`src/rtl/core/rsrg_pkg.sv`:
```
// shared constants and types for the replacement selection run generator
`timescale 1ns / 1ps

package rsrg_pkg;

	localparam int BUF_SIZE = 4;
	localparam int KEY_W    = 32;
	localparam int CNT_W    = $clog2(BUF_SIZE + 1);

	typedef logic signed [KEY_W-1:0] key_t;
	typedef logic [CNT_W-1:0]        cnt_t;

	// per-cycle command broadcast to every cell of the chain
	typedef struct packed {
		logic shift;   // each cell takes its right neighbor's key; the tail cell keeps its own
		logic insert;  // sorted insertion of the broadcast key
	} cell_ctl_t;

endpackage

```
`src/rtl/core/rsrg_cell.sv`:
```
// one cell of the sorted key chain
`timescale 1ns / 1ps

module rsrg_cell
	import rsrg_pkg::*;
(
	input  logic      clk,
	input  cell_ctl_t ctl,
	input  logic      occ,        // cell holds a live key
	input  key_t      ins_key,    // key being inserted
	input  logic      left_gt,    // left neighbor moves right on insert
	input  key_t      left_key,
	input  key_t      right_key,
	output logic      gt,         // own key is above ins_key, or cell is empty
	output key_t      key
);

	key_t key_q;

	assign gt  = !occ || (key_q > ins_key);
	assign key = key_q;

	always_ff @(posedge clk) begin
		if (ctl.shift) begin
			key_q <= right_key;
		end else if (ctl.insert && gt) begin
			key_q <= left_gt ? left_key : ins_key;
		end
	end

endmodule

```
`src/rtl/core/replacement_selection_run_generator_unit.sv`:
```
// top level: replacement selection run generator built on a sorted cell chain
//
// channel   handshake                    payload
// -------   --------------------------   -------------------------
// item      item_valid / item_ready      value (s32), last
// result    result_valid / result_ready  key_out (s32), run_end
//
// keys sit in a chain of BUF_SIZE cells kept in ascending order, cell 0 the minimum
// while the buffer fills an item is accepted, then inserted; when full it is accepted, the minimum
// is popped, then the item is inserted; flushed keys leave the chain one by one
// the sequencer handles one item at a time: item_ready is high only when idle
// the result register frees on the cycle it is taken, so a stalled result only
// holds the chain while a new key must go out
// reset clears the fill count, the sequencer, the pending-insert flag and the result valid; cell keys are not reset
`timescale 1ns / 1ps

module replacement_selection_run_generator_unit
	import rsrg_pkg::*;
(
	input  logic        clk,
	input  logic        arst_n,
	input  logic        item_valid,
	output logic        item_ready,
	input  logic [31:0] value,
	input  logic        last,
	output logic        result_valid,
	input  logic        result_ready,
	output logic [31:0] key_out,
	output logic        run_end
);

	// sequencer codes
	localparam logic [2:0] ST_IDLE   = 3'd0;
	localparam logic [2:0] ST_POP    = 3'd1;  // emit the minimum ahead of the new key
	localparam logic [2:0] ST_INSERT = 3'd2;  // sorted insertion of the held key
	localparam logic [2:0] ST_FLUSH  = 3'd3;  // drain the chain, closing the run

	logic [2:0] state_q;
	logic [2:0] state_d;
	cnt_t       cnt_q;
	key_t       v_q;         // held input key
	logic       last_q;      // held last flag
	logic       ins_pend_q;  // key below minimum: insert it once the flush is done

	logic       out_vld_q;
	key_t       key_out_q;
	logic       run_end_q;

	logic       out_free;
	logic       emit;
	logic       emit_end;
	cell_ctl_t  ctl;

	key_t       cell_key [BUF_SIZE];
	logic       cell_gt  [BUF_SIZE];

	assign item_ready   = (state_q == ST_IDLE);
	assign result_valid = out_vld_q;
	assign key_out      = key_out_q;
	assign run_end      = run_end_q;

	// result register may be loaded when empty or being taken this cycle
	assign out_free = !out_vld_q || result_ready;
	assign emit     = ((state_q == ST_POP) || (state_q == ST_FLUSH)) && out_free;
	assign emit_end = (state_q == ST_FLUSH) && (cnt_q == cnt_t'(1));

	always_comb begin
		ctl.shift  = emit;
		ctl.insert = (state_q == ST_INSERT);
	end

	// chain of cells, each cell wired to its neighbors
	for (genvar i = 0; i < BUF_SIZE; i++) begin : g_cell
		logic left_gt;
		key_t left_key;
		key_t right_key;

		if (i == 0) begin : g_head
			assign left_gt  = 1'b0;
			assign left_key = v_q;
		end else begin : g_mid
			assign left_gt  = cell_gt[i-1];
			assign left_key = cell_key[i-1];
		end

		if (i == BUF_SIZE - 1) begin : g_tail
			assign right_key = cell_key[i];
		end else begin : g_body
			assign right_key = cell_key[i+1];
		end

		rsrg_cell u_cell (
			.clk       (clk),
			.ctl       (ctl),
			.occ       (cnt_t'(i) < cnt_q),
			.ins_key   (v_q),
			.left_gt   (left_gt),
			.left_key  (left_key),
			.right_key (right_key),
			.gt        (cell_gt[i]),
			.key       (cell_key[i])
		);
	end

	// next-state logic
	always_comb begin
		state_d = state_q;
		unique case (state_q)
			ST_IDLE: begin
				if (item_valid) begin
					state_d = (cnt_q < cnt_t'(BUF_SIZE)) ? ST_INSERT : ST_POP;
				end
			end
			ST_POP: begin
				if (out_free) begin
					state_d = (v_q >= cell_key[0]) ? ST_INSERT : ST_FLUSH;
				end
			end
			ST_INSERT: begin
				state_d = last_q ? ST_FLUSH : ST_IDLE;
			end
			ST_FLUSH: begin
				if (out_free && emit_end) begin
					state_d = ins_pend_q ? ST_INSERT : ST_IDLE;
				end
			end
			default: begin
				state_d = ST_IDLE;
			end
		endcase
	end

	always_ff @(posedge clk or negedge arst_n) begin
		if (!arst_n) begin
			state_q    <= ST_IDLE;
			cnt_q      <= '0;
			ins_pend_q <= 1'b0;
			out_vld_q  <= 1'b0;
		end else begin
			state_q <= state_d;

			// fill count tracks the live cells
			if (state_q == ST_INSERT) begin
				cnt_q <= cnt_q + cnt_t'(1);
			end else if (emit) begin
				cnt_q <= cnt_q - cnt_t'(1);
			end

			// new key below the minimum ends the run before it is stored
			if ((state_q == ST_POP) && out_free && (v_q < cell_key[0])) begin
				ins_pend_q <= 1'b1;
			end else if (state_q == ST_INSERT) begin
				ins_pend_q <= 1'b0;
			end

			if (emit) begin
				out_vld_q <= 1'b1;
			end else if (result_ready) begin
				out_vld_q <= 1'b0;
			end
		end
	end

	// payload registers
	always_ff @(posedge clk) begin
		if (item_valid && item_ready) begin
			v_q    <= value;
			last_q <= last;
		end
		if (emit) begin
			key_out_q <= cell_key[0];
			run_end_q <= emit_end;
		end
	end

endmodule

```
`config.mk`:
```
export PLATFORM = sky130hd
export DESIGN_NAME = replacement_selection_run_generator_unit
export DESIGN_NICKNAME = d
export VERILOG_FILES = /design/src/rtl/core/rsrg_pkg.sv /design/src/rtl/core/rsrg_cell.sv /design/src/rtl/core/replacement_selection_run_generator_unit.sv
export SDC_FILE = /design/constraint.sdc
export NUM_CORES = 1
export LEC_CHECK = 0
export ABC_AREA = 0
export BUFFER_PORTS_ARGS = -buffer_cell sky130_fd_sc_hd__buf_2
export CAP_MARGIN = 20
export CORE_MARGIN = 3
export CORE_UTILIZATION = 45
export DETAILED_ROUTE_END_ITERATION = 12
export GPL_TIMING_DRIVEN = 0
export PLACE_DENSITY = 0.64
export SLEW_MARGIN = 20
export SYNTH_ARGS = -nofsm -noshare
export SYNTH_HDL_FRONTEND = slang
export SYNTH_SLANG_ARGS = --single-unit
```
`constraint.sdc`:
```
create_clock -name clk -period 4.8 [get_ports clk]
set_input_delay 0.48 -clock clk [delete_from_list [all_inputs] [get_ports clk]]
set_output_delay 0.48 -clock clk [all_outputs]
set_load 0.02 [all_outputs]
```
==> results.txt <==
Status = finished clean
Total count of hold-check failures in the final report = 0
Top cells by area, synth = sky130_fd_sc_hd__edfxtp_1 (52%), sky130_fd_sc_hd__ha_1 (15%), sky130_fd_sc_hd__mux2i_1 (5.6%), sky130_fd_sc_hd__a21oi_1 (4.8%), sky130_fd_sc_hd__nor2_1 (2.7%)
Maximum operating frequency = 0.2381 GHz
Cell depth of the worst flop-to-flop path = 11
Slowest cell on crit path = sky130_fd_sc_hd__a311oi_4
Detailed-route via count = 7724
Maximum number of pins on one net before global-route repair = 43
Wire length per cell = 20.75 um
Non-filler cells, final = 1383
# placed instances = 1340
Kind of cell with the highest combined delay on the critical path = simple AND/OR/NAND/NOR gates
Power per Cell Area = 733.0 nW/um^2
Portion of the clock cycle consumed by the worst path in the final layout = 0.8750
Slew at the pin closest to its max-slew limit = 727.0 ps
Number of flops mapped to enable cells by yosys = 194
Shortest period the worst path allows = 4200 ps
Fraction of final layout cells with drive strength greater than 1 = 0.1473
Critical path arrival = 4410 ps
Antenna Nets Post-Route = 0
Total Routed Length = 28700 um
Reg clk slew, reported paths = 60 ps
Count of port buffers added during placement = 71
Maxcap violations = 0
Proportion of netlist area held by the largest area contributor = 0.5177
Unrepaired setup endpoints after global routing = false
Register-to-register setup slack = 600 ps
Mapped Area = 11250 um^2
Global-route usage over all layers = 0.2146
Max IR drop VDD = 0.0003084 V
Core Rows = 57
Post-Synthesis Cells = 938
Share of the core filled with cells in the final layout = 0.5309
Longest individual stage delay on the worst path = 590 ps
Flop and latch count out of synthesis = 201
Number of failing setup endpoints in the final timing report = 0
Final HPWL DP = 20310 um
Data required time of the worst path = 5010 ps
Vias in the first global route = 7933
Wire length of the first global-routing pass = 44100 um
Routability Congestion = 0.8570
Detailed Routing Iterations Pass 1 = 5
Most numerous cell types in the synthesized netlist = sky130_fd_sc_hd__edfxtp_1 (194), sky130_fd_sc_hd__ha_1 (131), sky130_fd_sc_hd__a21oi_1 (109)
Fillcell total = 2150
NumNets Final = 1210
Largest area contributor in the synthesized netlist = sky130_fd_sc_hd__edfxtp_1
Total CTS buffers = 23
Leakage power of the design = 0.005408 uW
Sequential cell area = 6001 um^2
Post-CTS setup repair buffer count = 0
Hold Path Depth = 1
Antenna violations before repair = 0
Synth Flop Type = sky130_fd_sc_hd__edfxtp_1
Count of buffer and inverter cells on the critical path = 3
Clock root cell = sky130_fd_sc_hd__clkbuf_16
Number of nets produced by synthesis = 1106
Final max-slew violation count = 0
Startpoint Class = flip-flop
Overall die area = 26940 um^2
Ys Warns = 0
Number of clock sinks = 201
CP Class = flip-flop to flip-flop
Most frequently used cell type in the post-synthesis netlist = sky130_fd_sc_hd__edfxtp_1
Total core area = 24460 um^2
# H-tree levels = 1
Layout Skew = 21.71 ps
Critical Path Stages = 11
Initial DRC Count = 571
Tightest Hold Check Type = primary input to flip-flop
Floorplan die width = 164.1 um
Synth-to-Final Area Change = 15.41%
Capturing element type of the critical path = flip-flop
Async set or reset register ratio after synthesis = 0.03483
Average cell area after synthesis = 12.00 um^2
Number of library cell types mapped by synthesis = 53
Critical Path, Cell by Cell = inv_1 -> ha_1 -> nand4_2 -> or4_4 -> o221ai_1 -> a211oi_2 -> a311oi_4 -> buf_6 -> nand2_1 -> nand2_2 -> buf_16
Maximum number of buffers from clock root to sink = 3
Top Ports = 72
Worst slew margin relative to its limit = 0.5135
Area of the multi-input gates = 4966 um^2
DR vias/cell = 5.585
Diode insertion count for antenna repair = 0
Y dimension of the die = 164.1 um
Maximum fanout along the worst path = 17
Clock tree from TritonCTS = built
DRC Markers = 0
Clock Latency Late Sink = 530 ps
Initial core utilization = 0.4600
Overflow after GRT = 0
Portion of the post-synthesis area used by sequential elements = 0.5332
cell families after synthesis:
| family | Yosys count | synth area share |
|---|---|---|
| xor gates and xnor gates | 2 | 0.001557 |
| muxes | 95 | 0.08806 |
| and+or+nand+nor | 215 | 0.08728 |
| DFF | 201 | 0.5332 |
| adders and majority gates | 131 | 0.1457 |
| buffers and inverters | 76 | 0.02868 |
| AOI/OAI and AO/OA | 218 | 0.1155 |
worst paths after layout:
check / from / to
max: g_cell[0].left_key[31] / g_cell[1].u_cell.key[10]
min: value[27] / g_cell[0].left_key[27]
max reg2reg: g_cell[0].left_key[31] / g_cell[1].u_cell.key[10]
min reg2reg: g_cell[0].u_cell.key[8] / key_out[8]
max in group asynchronous: arst_n / result_valid
min in group asynchronous: arst_n / state_q[0]
repair_timing:
item / CTS / global route
endpoints found under the hold margin: 7 / 0
hold buffers: 1 / 0
gates resized for setup: 0 / 0
per-stage QoR:
step	hold WS [ps]	setup slack, ps	setup TNS (ps)	instance area, um^2	power (uW)
finish	125.1	600.1	0	12990	9519
global route	113.6	502.5	0	12990	10130
CTS	110.5	673.6	0	12990	9552
detailed placement	321.3	712.7	0	12200	7696
global placement	327.1	-2308	-100570	12020	7510
floorplan	184.4	166.4	0	11260	6284
state kept, by name, summed over array words and instances (netlist names):
register           cells
g_cell.u_cell.key    128
g_cell.left_key       32
key_out               32
cnt_q                  3
state_q                2
ins_pend_q             1
last_q                 1
result_valid           1
run_end                1
metal layers:
layer	GRT usage	vias up	part of all wire
met5	0	-	0
met4	0.07305	0	0.035
met3	0.02900	71	0.050
met2	0.3658	213	0.48
met1	0.2820	3693	0.44
li1	-	3747	-
area by class of cell:
cell class                      instances  share of cell area
Sequential cell                       201              0.4620
Timing Repair Buffer                   79             0.03921
Clock buffer                           34             0.05058
Buffer                                 34             0.01301
Tap cell                              324             0.03121
Inverter                               42             0.01214
Clock inverter                          8            0.009441
Multi-Input combinational cell        661              0.3824
cell usage in the layout, fill, tap and decap left out, types with 7 or more instances in the layout:
master	instances
sky130_fd_sc_hd__nand4_1	23
sky130_fd_sc_hd__mux2_1	14
sky130_fd_sc_hd__dfrtp_1	7
sky130_fd_sc_hd__nand3_1	11
sky130_fd_sc_hd__buf_2	74
sky130_fd_sc_hd__o211ai_1	7
sky130_fd_sc_hd__inv_1	42
sky130_fd_sc_hd__mux2i_1	63
sky130_fd_sc_hd__edfxtp_1	194
sky130_fd_sc_hd__clkbuf_1	29
sky130_fd_sc_hd__ha_1	131
sky130_fd_sc_hd__nand2_1	63
sky130_fd_sc_hd__a21o_1	16
sky130_fd_sc_hd__clkbuf_16	23
sky130_fd_sc_hd__o21ai_0	53
sky130_fd_sc_hd__nor2b_1	9
sky130_fd_sc_hd__nor2_1	81
sky130_fd_sc_hd__mux2_2	18
sky130_fd_sc_hd__a21oi_1	109
power breakdown:
group / leakage (uW) / internal (uW) / switching, uW
registers: 0.00192 / 3040 / 520
logic: 0.00310 / 1670 / 2450
clock network: 0.000384 / 1110 / 721
total: 0.00541 / 5830 / 3690
worst reg2reg max path, cell delays in order (launching register included):
cell,delay [ps]
sky130_fd_sc_hd__edfxtp_1,460
sky130_fd_sc_hd__inv_1,160
sky130_fd_sc_hd__ha_1,400
sky130_fd_sc_hd__nand4_2,110
sky130_fd_sc_hd__or4_4,580
sky130_fd_sc_hd__o221ai_1,380
sky130_fd_sc_hd__a211oi_2,110
sky130_fd_sc_hd__a311oi_4,590
sky130_fd_sc_hd__buf_6,270
sky130_fd_sc_hd__nand2_1,80
sky130_fd_sc_hd__nand2_2,480
sky130_fd_sc_hd__buf_16,250
No activity file was read; power rests on OpenSTA's default activity.
